`src/rtl/rat_pkg.sv`:
```
`timescale 1ns / 1ps
`default_nettype none
package rat_pkg;
  localparam int unsigned ValueWidth = 32;
  localparam int unsigned KindWidth  = 3;

  localparam logic [KindWidth-1:0] KindLoad = 3'd0;
  localparam logic [KindWidth-1:0] KindAdd  = 3'd1;
  localparam logic [KindWidth-1:0] KindSub  = 3'd2;
  localparam logic [KindWidth-1:0] KindMul  = 3'd3;
  localparam logic [KindWidth-1:0] KindDiv  = 3'd4;

  // Requests from the sequencer to the shared unit.
  typedef struct packed {
    logic start_div;  // begin a restoring division of the shared registers
  } unit_ctrl_t;

  typedef struct packed {
    logic busy;
    logic done;
  } unit_stat_t;
endpackage
`default_nettype wire

```
`src/rtl/rat_if.sv`:
```
`timescale 1ns / 1ps
`default_nettype none
interface rat_in_if #(
  parameter int unsigned ValueWidth = rat_pkg::ValueWidth
);
  logic                               valid;
  logic                               ready;
  logic [rat_pkg::KindWidth-1:0]      kind;
  logic signed [ValueWidth-1:0]       operand_num;
  logic signed [ValueWidth-1:0]       operand_den;
  modport source (output valid, kind, operand_num, operand_den, input ready);
  modport sink (input valid, kind, operand_num, operand_den, output ready);
endinterface

interface rat_out_if #(
  parameter int unsigned ValueWidth = rat_pkg::ValueWidth
);
  logic                         valid;
  logic                         ready;
  logic signed [ValueWidth-1:0] value_num;
  logic [ValueWidth-2:0]        value_den;
  logic                         error;
  modport source (output valid, value_num, value_den, error, input ready);
  modport sink (input valid, value_num, value_den, error, output ready);
endinterface
`default_nettype wire

```
`src/rtl/rat_div.sv`:
```
`timescale 1ns / 1ps
`default_nettype none
// Shared restoring divider: one quotient bit a cycle over a 2W-bit dividend.
module rat_div #(
  parameter int unsigned ValueWidth = rat_pkg::ValueWidth
) (
  input  wire                        clk_i,
  input  wire                        rst_ni,
  input  wire rat_pkg::unit_ctrl_t   ctrl_i,
  input  wire  [2*ValueWidth-1:0]    dividend_i,
  input  wire  [2*ValueWidth-1:0]    divisor_i,
  output rat_pkg::unit_stat_t        stat_o,
  output logic [2*ValueWidth-1:0]    quot_o,
  output logic [2*ValueWidth-1:0]    rem_o
);
  localparam int unsigned DW = 2 * ValueWidth;
  localparam int unsigned CW = $clog2(DW + 1);

  logic [DW-1:0] quot_q, quot_d, rem_q, rem_d, dsr_q, dsr_d;
  logic [CW-1:0] cnt_q, cnt_d;
  logic          busy_q, busy_d, done_q, done_d;
  logic [DW:0]   trial;

  always_comb begin
    quot_d = quot_q;
    rem_d  = rem_q;
    dsr_d  = dsr_q;
    cnt_d  = cnt_q;
    busy_d = busy_q;
    done_d = 1'b0;
    trial  = {rem_q, quot_q[DW-1]} - {1'b0, dsr_q};
    if (ctrl_i.start_div) begin
      quot_d = dividend_i;
      rem_d  = '0;
      dsr_d  = divisor_i;
      cnt_d  = CW'(DW);
      busy_d = 1'b1;
    end else if (busy_q) begin
      if (trial[DW]) begin
        rem_d = {rem_q[DW-2:0], quot_q[DW-1]};
        quot_d = {quot_q[DW-2:0], 1'b0};
      end else begin
        rem_d = trial[DW-1:0];
        quot_d = {quot_q[DW-2:0], 1'b1};
      end
      cnt_d = cnt_q - CW'(1);
      if (cnt_q == CW'(1)) begin
        busy_d = 1'b0;
        done_d = 1'b1;
      end
    end
  end

  always_ff @(posedge clk_i or negedge rst_ni) begin
    if (!rst_ni) begin
      busy_q <= 1'b0;
      done_q <= 1'b0;
      cnt_q  <= '0;
    end else begin
      busy_q <= busy_d;
      done_q <= done_d;
      cnt_q  <= cnt_d;
    end
  end

  always_ff @(posedge clk_i) begin
    quot_q <= quot_d;
    rem_q  <= rem_d;
    dsr_q  <= dsr_d;
  end

  assign stat_o.busy = busy_q;
  assign stat_o.done = done_q;
  assign quot_o = quot_q;
  assign rem_o  = rem_q;

`ifndef ASSERT_OFF
  a_done_after_busy: assert property (@(posedge clk_i) disable iff (!rst_ni)
    stat_o.done |-> $past(busy_q)) else $error("done without busy");
  a_done_ends_busy: assert property (@(posedge clk_i) disable iff (!rst_ni)
    stat_o.done |-> !busy_q || $past(ctrl_i.start_div)) else $error("busy after done");
  a_start_idle: assert property (@(posedge clk_i) disable iff (!rst_ni)
    ctrl_i.start_div |=> busy_q) else $error("start did not take");
`endif
endmodule
`default_nettype wire

```
`src/rtl/rational_accumulator_alu.sv`:
```
// Channel   Dir  Fields                              Handshake
// in_i      in   kind, operand_num, operand_den      valid/ready
// out_o     out  value_num, value_den, error         valid/ready
//
// One item at a time. Products are formed in turn on a single
// W x W multiplier; the gcd is the Euclidean loop on a shared 2W-bit
// restoring divider, then two more divisions by the gcd. The time an
// item takes is set by the number of Euclid steps. Reset gives 0/1. A
// stalled result holds in the output register; no new item is taken
// until it leaves.
`timescale 1ns / 1ps
`default_nettype none
module rational_accumulator_alu #(
  parameter int unsigned ValueWidth = rat_pkg::ValueWidth
) (
  input wire       clk_i,
  input wire       rst_ni,
  rat_in_if.sink   in_i,
  rat_out_if.source out_o
);
  localparam int unsigned W  = ValueWidth;
  localparam int unsigned DW = 2 * W;

  localparam logic [3:0] StIdle = 4'd0;
  localparam logic [3:0] StP0   = 4'd1;
  localparam logic [3:0] StP1   = 4'd2;
  localparam logic [3:0] StP2   = 4'd3;
  localparam logic [3:0] StSum  = 4'd4;
  localparam logic [3:0] StGcd  = 4'd5;
  localparam logic [3:0] StGwt  = 4'd6;
  localparam logic [3:0] StDn   = 4'd7;
  localparam logic [3:0] StDnW  = 4'd8;
  localparam logic [3:0] StDd   = 4'd9;
  localparam logic [3:0] StDdW  = 4'd10;
  localparam logic [3:0] StFin  = 4'd11;
  localparam logic [3:0] StOut  = 4'd12;

  logic [3:0] st_q, st_d;
  logic signed [W-1:0] acc_num_q, acc_num_d;
  logic [W-2:0] acc_den_q, acc_den_d;
  logic err_q, err_d;
  logic [rat_pkg::KindWidth-1:0] kind_q, kind_d;
  logic on_neg_q, on_neg_d, od_neg_q, od_neg_d;
  logic [W-1:0] on_q, on_d, od_q, od_d;
  logic [DW-1:0] x_q, x_d, y_q, y_d, t_q, t_d;
  logic xn_q, xn_d, tn_q, tn_d, yn_q, yn_d;
  logic [DW-1:0] ga_q, ga_d, gb_q, gb_d, nm_q, nm_d;

  // Single shared multiplier.
  logic [W-1:0]  ma, mb;
  logic [DW-1:0] mp;
  assign mp = DW'(ma) * DW'(mb);

  rat_pkg::unit_ctrl_t uc;
  rat_pkg::unit_stat_t us;
  logic [DW-1:0] dvd, dvs, quot, rem;

  rat_div #(.ValueWidth(W)) u_div (
    .clk_i, .rst_ni, .ctrl_i(uc), .dividend_i(dvd), .divisor_i(dvs),
    .stat_o(us), .quot_o(quot), .rem_o(rem)
  );

  logic [W-1:0] an_mag;
  logic an_neg, wr_neg, okay;
  logic [DW-1:0] lim;
  assign an_neg = acc_num_q[W-1];
  assign an_mag = an_neg ? W'(-acc_num_q) : W'(acc_num_q);
  assign lim = DW'(1) << (W - 1);

  always_comb begin
    st_d = st_q; acc_num_d = acc_num_q; acc_den_d = acc_den_q; err_d = err_q;
    kind_d = kind_q; on_neg_d = on_neg_q; od_neg_d = od_neg_q;
    on_d = on_q; od_d = od_q; x_d = x_q; y_d = y_q; t_d = t_q;
    xn_d = xn_q; tn_d = tn_q; yn_d = yn_q;
    ga_d = ga_q; gb_d = gb_q; nm_d = nm_q;
    ma = an_mag; mb = od_q;
    uc.start_div = 1'b0; dvd = ga_q; dvs = gb_q;
    wr_neg = 1'b0; okay = 1'b0;
    case (st_q)
      StIdle: begin
        if (in_i.valid) begin
          kind_d   = in_i.kind;
          on_neg_d = in_i.operand_num[W-1];
          od_neg_d = in_i.operand_den[W-1];
          on_d = in_i.operand_num[W-1] ? W'(-in_i.operand_num) : W'(in_i.operand_num);
          od_d = in_i.operand_den[W-1] ? W'(-in_i.operand_den) : W'(in_i.operand_den);
          st_d = StP0;
        end
      end
      StP0: begin
        // x: numerator, y: denominator.
        case (kind_q)
          rat_pkg::KindLoad: begin
            x_d = DW'(on_q); xn_d = on_neg_q; y_d = DW'(od_q); yn_d = od_neg_q;
            st_d = StSum;
          end
          rat_pkg::KindAdd, rat_pkg::KindSub, rat_pkg::KindDiv: begin
            ma = an_mag; mb = od_q; x_d = mp; xn_d = an_neg ^ od_neg_q;
            st_d = StP1;
          end
          rat_pkg::KindMul: begin
            ma = an_mag; mb = on_q; x_d = mp; xn_d = an_neg ^ on_neg_q;
            st_d = StP1;
          end
          default: begin
            err_d = 1'b1; st_d = StOut;
          end
        endcase
      end
      StP1: begin
        ma = W'(acc_den_q);
        mb = (kind_q == rat_pkg::KindDiv) ? on_q : od_q;
        y_d = mp;
        yn_d = (kind_q == rat_pkg::KindDiv) ? on_neg_q : od_neg_q;
        st_d = (kind_q == rat_pkg::KindAdd || kind_q == rat_pkg::KindSub) ? StP2 : StSum;
      end
      StP2: begin
        ma = on_q; mb = W'(acc_den_q); t_d = mp;
        tn_d = on_neg_q ^ (kind_q == rat_pkg::KindSub);
        st_d = StSum;
      end
      StSum: begin
        if (kind_q == rat_pkg::KindAdd || kind_q == rat_pkg::KindSub) begin
          if (xn_q == tn_q) x_d = x_q + t_q;
          else if (x_q >= t_q) x_d = x_q - t_q;
          else begin
            x_d = t_q - x_q; xn_d = tn_q;
          end
        end
        ga_d = (kind_q == rat_pkg::KindAdd || kind_q == rat_pkg::KindSub) ? x_d : x_q;
        gb_d = y_q;
        if (y_q == '0) begin
          err_d = 1'b1; st_d = StOut;
        end else begin
          err_d = 1'b0; st_d = StGcd;
        end
      end
      StGcd: begin
        if (gb_q == '0) st_d = StDn;
        else begin
          uc.start_div = 1'b1; st_d = StGwt;
        end
      end
      StGwt: begin
        if (us.done) begin
          ga_d = gb_q; gb_d = rem; st_d = StGcd;
        end
      end
      StDn: begin
        dvd = x_q; dvs = ga_q; uc.start_div = 1'b1; st_d = StDnW;
      end
      StDnW: begin
        if (us.done) begin
          nm_d = quot; st_d = StDd;
        end
      end
      StDd: begin
        dvd = y_q; dvs = ga_q; uc.start_div = 1'b1; st_d = StDdW;
      end
      StDdW: begin
        if (us.done) begin
          y_d = quot; st_d = StFin;
        end
      end
      StFin: begin
        wr_neg = (nm_q != '0) && (xn_q != yn_q);
        okay = (y_q <= lim - DW'(1)) && (wr_neg ? nm_q <= lim : nm_q <= lim - DW'(1));
        if (okay) begin
          acc_num_d = wr_neg ? W'(-nm_q) : W'(nm_q);
          acc_den_d = (W-1)'(y_q);
        end else err_d = 1'b1;
        st_d = StOut;
      end
      StOut: begin
        if (out_o.ready) st_d = StIdle;
      end
      default: st_d = StIdle;
    endcase
  end

  always_ff @(posedge clk_i or negedge rst_ni) begin
    if (!rst_ni) begin
      st_q <= StIdle;
      acc_num_q <= '0;
      acc_den_q <= (W-1)'(1);
      err_q <= 1'b0;
    end else begin
      st_q <= st_d;
      acc_num_q <= acc_num_d;
      acc_den_q <= acc_den_d;
      err_q <= err_d;
    end
  end

  always_ff @(posedge clk_i) begin
    kind_q <= kind_d; on_neg_q <= on_neg_d; od_neg_q <= od_neg_d;
    on_q <= on_d; od_q <= od_d; x_q <= x_d; y_q <= y_d; t_q <= t_d;
    xn_q <= xn_d; tn_q <= tn_d; yn_q <= yn_d;
    ga_q <= ga_d; gb_q <= gb_d; nm_q <= nm_d;
  end

  assign in_i.ready     = (st_q == StIdle);
  assign out_o.valid    = (st_q == StOut);
  assign out_o.value_num = acc_num_q;
  assign out_o.value_den = acc_den_q;
  assign out_o.error    = err_q;

`ifndef ASSERT_OFF
  a_den_nonzero: assert property (@(posedge clk_i) disable iff (!rst_ni)
    acc_den_q != '0) else $error("zero denominator stored");
  a_zero_is_canon: assert property (@(posedge clk_i) disable iff (!rst_ni)
    acc_num_q == '0 |-> acc_den_q == (W-1)'(1)) else $error("zero not 0/1");
  a_error_keeps: assert property (@(posedge clk_i) disable iff (!rst_ni)
    (st_q == StFin && !okay) |=> $stable(acc_num_q) && $stable(acc_den_q))
    else $error("state changed on error");
  a_no_div_when_idle: assert property (@(posedge clk_i) disable iff (!rst_ni)
    st_q == StIdle |-> !us.busy) else $error("divider busy while idle");
`endif
endmodule
`default_nettype wire
```
`src/flat_wrapper.sv`:
```
// flat-port wrapper written by rule: the top's interface ports become plain ports
module rational_accumulator_alu_flat 
#(
  parameter int unsigned ValueWidth = rat_pkg::ValueWidth
)
  (clk_i, rst_ni, in_i_valid, in_i_kind, in_i_operand_num, in_i_operand_den, in_i_ready, out_o_valid, out_o_value_num, out_o_value_den, out_o_error, out_o_ready);
  rat_in_if #(.ValueWidth(ValueWidth)) in_i_i ();
  rat_out_if #(.ValueWidth(ValueWidth)) out_o_i ();
  input wire clk_i;
  input wire rst_ni;
  input wire logic [$bits(in_i_i.valid)-1:0] in_i_valid;
  input wire logic [$bits(in_i_i.kind)-1:0] in_i_kind;
  input wire logic [$bits(in_i_i.operand_num)-1:0] in_i_operand_num;
  input wire logic [$bits(in_i_i.operand_den)-1:0] in_i_operand_den;
  output wire logic [$bits(in_i_i.ready)-1:0] in_i_ready;
  output wire logic [$bits(out_o_i.valid)-1:0] out_o_valid;
  output wire logic [$bits(out_o_i.value_num)-1:0] out_o_value_num;
  output wire logic [$bits(out_o_i.value_den)-1:0] out_o_value_den;
  output wire logic [$bits(out_o_i.error)-1:0] out_o_error;
  input wire logic [$bits(out_o_i.ready)-1:0] out_o_ready;
  assign in_i_i.valid = in_i_valid;
  assign in_i_i.kind = in_i_kind;
  assign in_i_i.operand_num = in_i_operand_num;
  assign in_i_i.operand_den = in_i_operand_den;
  assign in_i_ready = in_i_i.ready;
  assign out_o_valid = out_o_i.valid;
  assign out_o_value_num = out_o_i.value_num;
  assign out_o_value_den = out_o_i.value_den;
  assign out_o_error = out_o_i.error;
  assign out_o_i.ready = out_o_ready;
  rational_accumulator_alu #(.ValueWidth(ValueWidth)) u_core (.clk_i(clk_i), .rst_ni(rst_ni), .in_i(in_i_i), .out_o(out_o_i));
endmodule
```
`config.mk`:
```
export PLATFORM = sky130hd
export DESIGN_NAME = rational_accumulator_alu_flat
export DESIGN_NICKNAME = d
export VERILOG_FILES = /design/src/rtl/rat_pkg.sv /design/src/rtl/rat_if.sv /design/src/rtl/rat_div.sv /design/src/rtl/rational_accumulator_alu.sv /design/src/flat_wrapper.sv
export SDC_FILE = /design/constraint.sdc
export NUM_CORES = 2
export LEC_CHECK = 0
export BUFFER_PORTS_ARGS = -buffer_cell sky130_fd_sc_hd__buf_4
export CORE_MARGIN = 3
export CORE_UTILIZATION = 40
export DETAILED_ROUTE_END_ITERATION = 16
export SYNTH_ARGS = -nofsm -noshare
export SYNTH_HDL_FRONTEND = slang
export SYNTH_SLANG_ARGS = --single-unit
```
`constraint.sdc`:
```
create_clock -name clk_i -period 9.9 [get_ports clk_i]
set_input_delay 1.98 -clock clk_i [delete_from_list [all_inputs] [get_ports clk_i]]
set_output_delay 1.98 -clock clk_i [all_outputs]
set_load 0.01 [all_outputs]
```
Word level (Yosys, flattened, before mapping)
Cells that the tools add are included.
{"block": "totals", "register_bits": 725, "latch_bits": 0, "mem_bits_rw": 0, "romBits": 0, "input_bits": 71, "output_inout_bits": 66, "elab_cells": 163, "n_memories": 0}
{"block": "op_classes", "n_addsub": 9, "mul": 1, "div_mod_pow": 0, "order_cmp": 4, "eq_ne": 32, "n_shift": 0, "mux": 60, "bitwise": 3, "n_reduce_logical": 28}
{"operator": "2-to-1 mux 64 bit", "count": 12}
{"operator": "one-hot mux 64 bit (2 select lines)", "count": 5}
{"operator": "one-hot mux 64 bit (3 select lines)", "count": 1}
{"operator": "less-or-equal comparator 64 x 31 -> 1 bit, second input constant", "count": 2}
{"operator": "zero test 64 bit", "count": 2}
{"operator": "2-to-1 mux 32 bit", "count": 4}
{"operator": "negation 32 bit", "count": 4}
{"operator": "subtractor 64 bit", "count": 2}
{"operator": "one-hot mux 32 bit (3 select lines)", "count": 1}
{"operator": "subtractor 65 x 64 -> 65 bit", "count": 1}
{"operator": "adder 64 bit", "count": 1}
{"operator": ">= comparator 64 bit", "count": 1}
{"operator": "less-or-equal comparator 64 x 32 -> 1 bit, second input constant", "count": 1}
{"operator": "multiplier 32 x 32 -> 64 bit", "count": 1}
{"operator": "one-hot mux 32 bit (2 select lines)", "count": 1}
{"operator": "nonzero test 64 bit", "count": 1}
{"operator": "2-to-1 mux 31 bit", "count": 2}
{"operator": "one-hot mux 4 bit (13 select lines)", "count": 1}
{"operator": "2-to-1 mux 4 bit", "count": 6}
{"operator": "equality test 4 bit, second input constant", "count": 5}
{"operator": "2-to-1 mux 1 bit", "count": 18}
{"operator": "equality test 4 x 3 -> 1 bit, second input constant", "count": 4}
{"operator": "inequality test 2 bit, second input constant", "count": 8}
{"operator": "2-to-1 mux 7 bit", "count": 2}
{"operator": "30 further kinds", "count": 51}

Longest topological paths before layout
{"block": "logic_depth", "depth_word": 6, "ltp_mapped": 42, "mapped_depth_nobuf": 40}

Hierarchy
A second synthesis with hierarchy kept.
{"block": "hier_totals", "cells_unflattened": 9217, "area_unflattened_um2": 82569.2}
{"mod": "rational_accumulator_alu", "instances": 1, "cells_each": 7965, "area_per_inst_um2": 70206.1, "seq_area_each_um2": 15396.0}
{"mod": "rat_div", "instances": 1, "cells_each": 1252, "area_per_inst_um2": 12363.1, "seq_area_each_um2": 5350.1}

Least setup slack after synthesis
Ideal clock, no wire load.
{"block": "synth_path", "kind": "register -> register", "startpoint": "reg u_core.st_q[0]", "endpoint": "reg u_core.x_q[62] (data pin)", "setup_time_ps": 152, "arrival_time_ps": 10212, "required_time_ps": 9748, "slack_ps": -465, "stages_incl_launch_ff": 32, "n_path_buf": 3, "period_less_slack_ps": 10365, "path_cell_list": "dfrtp_1 clkbuf_1 and2_1 nand2_1 clkinv_1 a221oi_1 clkbuf_1 nor2_1 fa_1 ha_1 fa_1 inv_1 fa_1 inv_1 fa_1 fa_1 fa_1 inv_1 fa_1 inv_1 ha_1 clkbuf_1 nand4_1 or3_1 o221ai_1 a41oi_1 o31ai_1 a21oi_1 o21a_1 o311ai_0 a22oi_1 o21ai_0"}
{"block": "synth_between", "elab_chain_len": 5, "word_cells_on_any_way": 9, "classes_between": "mul: 1; eq/ne: 4; mux: 4"}
{"item": "start, declared", "line": "rational_accumulator_alu.sv:38", "text": "logic [3:0] st_q, st_d;"}
{"item": "start signal, assigned", "line": "rational_accumulator_alu.sv:183", "text": "st_q <= StIdle;"}
{"item": "start signal, assigned", "line": "rational_accumulator_alu.sv:188", "text": "st_q <= st_d;"}
{"item": "equality test 4 x 2 -> 1 bit / equality test 4 x 1 -> 1 bit (equally long branches)", "line": "rational_accumulator_alu.sv:79", "text": "case (st_q)"}
{"item": "one-hot mux 32 bit (3 select lines) / one-hot mux 32 bit (2 select lines) (equally long branches)", "line": "rational_accumulator_alu.sv:79"}
{"item": "multiplier 32 x 32 -> 64 bit (*)", "line": "rational_accumulator_alu.sv:52", "text": "assign mp = DW'(ma) * DW'(mb);"}
{"item": "net u_core.mp[62]", "line": "rational_accumulator_alu.sv:51", "text": "logic [DW-1:0] mp;"}
{"item": "one-hot mux 64 bit (2 select lines) (*)", "line": "rational_accumulator_alu.sv:92", "text": "case (kind_q)"}
{"item": "one-hot mux 64 bit (2 select lines) (*)", "line": "rational_accumulator_alu.sv:79"}
{"item": "net u_core.x_d[62]", "line": "rational_accumulator_alu.sv:45", "text": "logic [DW-1:0] x_q, x_d, y_q, y_d, t_q, t_d;"}
{"item": "end signal, assigned", "line": "rational_accumulator_alu.sv:197", "text": "on_q <= on_d; od_q <= od_d; x_q <= x_d; y_q <= y_d; t_q <= t_d;"}
{"item": "end, declared", "line": "rational_accumulator_alu.sv:45"}
Mark *: on every way through the listed nets, which the timed path passes. The rest lies on a longest branch.
A chain may end at the register's enable or synchronous reset.

Worst setup path in the final report
{"block": "layout_path", "startpoint": "reg u_core.acc_num_q[3], in the netlist u_core.out_o.value_num[3]", "endpoint": "reg u_core.x_q[54] (data pin)"}
{"block": "layout_between", "elab_chain_len": 6}
{"item": "start, declared", "line": "rational_accumulator_alu.sv:39", "text": "logic signed [W-1:0] acc_num_q, acc_num_d;"}
{"item": "start signal, assigned", "line": "rational_accumulator_alu.sv:189", "text": "acc_num_q <= acc_num_d;"}
{"item": "negation 32 bit", "line": "rational_accumulator_alu.sv:67", "text": "assign an_mag = an_neg ? W'(-acc_num_q) : W'(acc_num_q);"}
{"item": "2-to-1 mux 32 bit (*)", "line": "rational_accumulator_alu.sv:67"}
{"item": "one-hot mux 32 bit (2 select lines) (*)", "line": "rational_accumulator_alu.sv:79"}
{"item": "multiplier 32 x 32 -> 64 bit (*)", "line": "rational_accumulator_alu.sv:52"}
{"item": "net u_core.mp[54]", "line": "rational_accumulator_alu.sv:51"}
{"item": "one-hot mux 64 bit (2 select lines) (*)", "line": "rational_accumulator_alu.sv:92"}
{"item": "one-hot mux 64 bit (2 select lines) (*)", "line": "rational_accumulator_alu.sv:79"}
{"item": "net u_core.x_d[54]", "line": "rational_accumulator_alu.sv:45"}
Marks and branches as above.

==> reports/results.txt <==
outcome = finished with violations
failing checks = setup timing
combinational share of power = 77.1%
Final Net Count = 11,100
CP Capture Type = flop
io pins = 137
TritonRoute pass-1 iters = 6
sequential fraction of the synthesis area = 25.4%
Required @ worst endpoint = 10.31 ns
die area = 210,000 µm²
CP Launch Type = flop
Clk pwr share = 7.7%
non-filler cells, final = 12,400
leakage = 0.0420 µW
Final Cycle Share = 100%
vias per cell = 5.95
vias in the first global route = 73,200
ratio of cells with drive above 1 in the final layout = 14.5%
switching portion of total power = 53.4%
peak supply drop = 0.551 mV
P&R area growth vs syn = 15.8%
Seq pwr share = 15.2%
Overflow after GRT = 0
initial antenna violation count = 11
Hold Fails Final Rpt = 0
Avg WL per Cell = 29.6 µm
# clock sinks = 725
slowest CP cell = fa_1
P_int = 18,800 µW
worst slew pin tran = 1.40 ns
Clock Path Buffers = 3
#FFs+latches synth = 725
clock root cell = clkbuf_16
unrepaired setup endpoints after global routing = true
most frequent cells in the layout = nand2_1 (1,173), inv_1 (1,154), nor2_1 (1,043), fa_1 (877), buf_4 (702)
unique cell type count in the Yosys netlist = 90
Clock Latency Late Sink = 0.72 ns
Max-cap violations = 0
CTS tree = built
ys async rst share = 10.6%
Max Slew Vio Count = 0
final-report setup violation count = 4
highest metal used = met4
first-pass GRT wire length = 523 mm
Max Clock Skew = 0.0374 ns
core area = 203,000 µm²
Placed Cells incl. Taps = 12,200
DR vias = 73,700
Final GP Congestion = 1.03
final worst slack = -0.0315 ns
Cell Rows = 165
initial DRC count = 8,726
routed length on met2 = 158 mm
Ys Warns = 0
Core Util, Final = 46.7%
placed cell areas = 90,000 µm²
Clock transition at path regs = 0.06 ns
CTS H-Tree Depth = 3
NetSw = 21,600 µW
Die W = 458 µm
Critical Path AT = 10.34 ns
slew margin rel. = 5.77%
pwr/cell area = 427 nW/µm²
Metal-1 WL = 154 mm
Top FF cell, synth = edfxtp_1
Top cell by count, worst path = fa_1
worst reg-to-reg setup slack = -0.03 ns
DRC = 0
largest net degree at the start of global routing = 97
HP Class = flop to flop
drt total wl = 367 mm
mean post-synth cell area = 8.83 µm²
total CTS buffers = 81
gr usage total = 34.1%
Syn Std Cell Area = 81,700 µm²
CP max FO = 5
Crit path largest cell delay = 0.53 ns
f_max = 0.101 GHz
number of enable flip-flop cells after synthesis = 584
dpl hpwl = 298 mm
antenna viol nets, final = 0
most common cell after layout, fill and taps aside = nand2_1
IO Port Bufs = 136
fin crit period = 9.93 ns
crit path kind = flop to flop
final instance area = 94,600 µm²
wire length on met3 = 32.4 mm
Starting Density = 40.3%
Design Power = 40,400 µW
Die Height = 458 µm
post-synthesis instance total = 9,254
Net Count, Synth = 10,700
Filler Cell Count = 19,700
Hold-fix buffers, CTS = 0
[per-layer routing]
metal,track usage (%),up-vias
met4,17.1,0
met3,5.52,689
li1,-,32000
met1,47.5,37200
met5,0,-
met2,51.4,3856
[cells by family after synthesis]
group | Yosys count | share of synthesized area (%)
adder cells (fa/ha/maj) | 1423 | 30.1
XOR/XNOR | 306 | 3.28
AND/OR/NAND/NOR | 2940 | 15.5
AO/OA/AOI/OAI | 2000 | 15.7
flip-flops | 725 | 25.4
buffers and inverters | 1692 | 7.83
multiplexers | 168 | 2.24
[cell usage after synthesis, drive strengths merged, types with 88 or more instances]
library cell,instances,share of area [%]
a21o,119,1.1
a21oi,537,3.3
a22oi,136,1.2
a31oi,185,1.4
clkbuf,447,2.1
edfxtp,584,21
fa,900,22
ha,523,8.0
inv,1178,5.4
mux2,122,1.7
nand2,1185,5.4
nand3,96,0.59
nor2,1084,5.0
nor3,99,0.62
nor4,91,0.70
o21ai,398,2.4
xnor2,218,2.3
xor2,88,0.94
[final timing paths]
| kind | endpoint | depth (start not counted) | startpoint |
|---|---|---|---|
| worst max-delay path | u_core.x_q[54] | 36 | u_core.out_o.value_num[3] |
| worst min-delay path | u_core.u_div.rem_o[4] | 2 | u_core.u_div.rem_o[3] |
| worst max register to register | u_core.x_q[54] | 36 | u_core.out_o.value_num[3] |
| worst min register to register | u_core.u_div.rem_o[4] | 2 | u_core.u_div.rem_o[3] |
| max in group asynchronous | u_core.out_o.value_den[6] | 2 | rst_ni |
| min in group asynchronous | u_core.out_o.error | 1 | rst_ni |
[critical path, delay by kind of cell (launching register included)]
kind / cells / cell delay [ns]
fa+ha+maj: 9 / 4.27
buf+inv: 8 / 0.85
flops: 1 / 0.39
simple gates: 9 / 2.27
xor+xnor: 2 / 0.37
compound gates: 8 / 1.45
[layout make-up]
cell class                 instances  area [µm²]  share of cell area [%]
multi-input combinational       6837       56400                    59.6
clock buffer                     100        2150                    2.27
clock inverter                    49         494                   0.522
inverter                        1181        4440                    4.69
tap                             2672        3340                    3.53
timing repair buffer             806        7090                    7.49
sequential                       725       20700                    21.9
antenna                            2        5.00                 0.00529
[stage by stage]
stage | setup TNS (ns) | hold slack, ns | worst slack [ns]
6_report | -0.0859 | 0.509 | -0.0315
5_1_grt | -5.84 | 0.525 | -0.250
4_1_cts | -0.0895 | 0.508 | -0.0593
3_5_place_dp | -27.54 | 0.496 | -0.705
3_3_place_gp | -26.48 | 0.494 | -0.702
2_1_floorplan | 0 | 0.451 | 0.0428
[registers in the layout, indices dropped and copies added, names as in the netlist, 3 cells and up]
signal and count:
u_core.od_q 32, u_core.out_o.value_num 32, u_core.t_q 64, u_core.ga_q 64
u_core.u_div.quot_o 64, u_core.on_q 32, u_core.x_q 64, u_core.nm_q 64
u_core.out_o.value_den 31, u_core.u_div.dsr_q 64, u_core.u_div.cnt_q 7, u_core.y_q 64
u_core.kind_q 3, u_core.gb_q 64, u_core.st_q 4, u_core.u_div.rem_o 64
[power groups by stage]
stage	clock (µW)	sequential, µW	combinational (µW)
after floorplan	0	5540	15500
after global placement	0	6110	27500
after global routing	3240	6200	33300
final	3100	6160	31100
after CTS	3140	6080	28500
after detailed placement	0	6130	27600
[timing repair]
| action | CTS | global route |
|---|---|---|
| buffers inserted | 22 | 37 |
| gates cloned | 0 | 0 |
| gates resized for setup | 120 | 235 |
| endpoints found under the setup margin | 85 | 97 |
| pin swaps | 65 | 176 |
No activity file was read; power rests on OpenSTA's default activity.
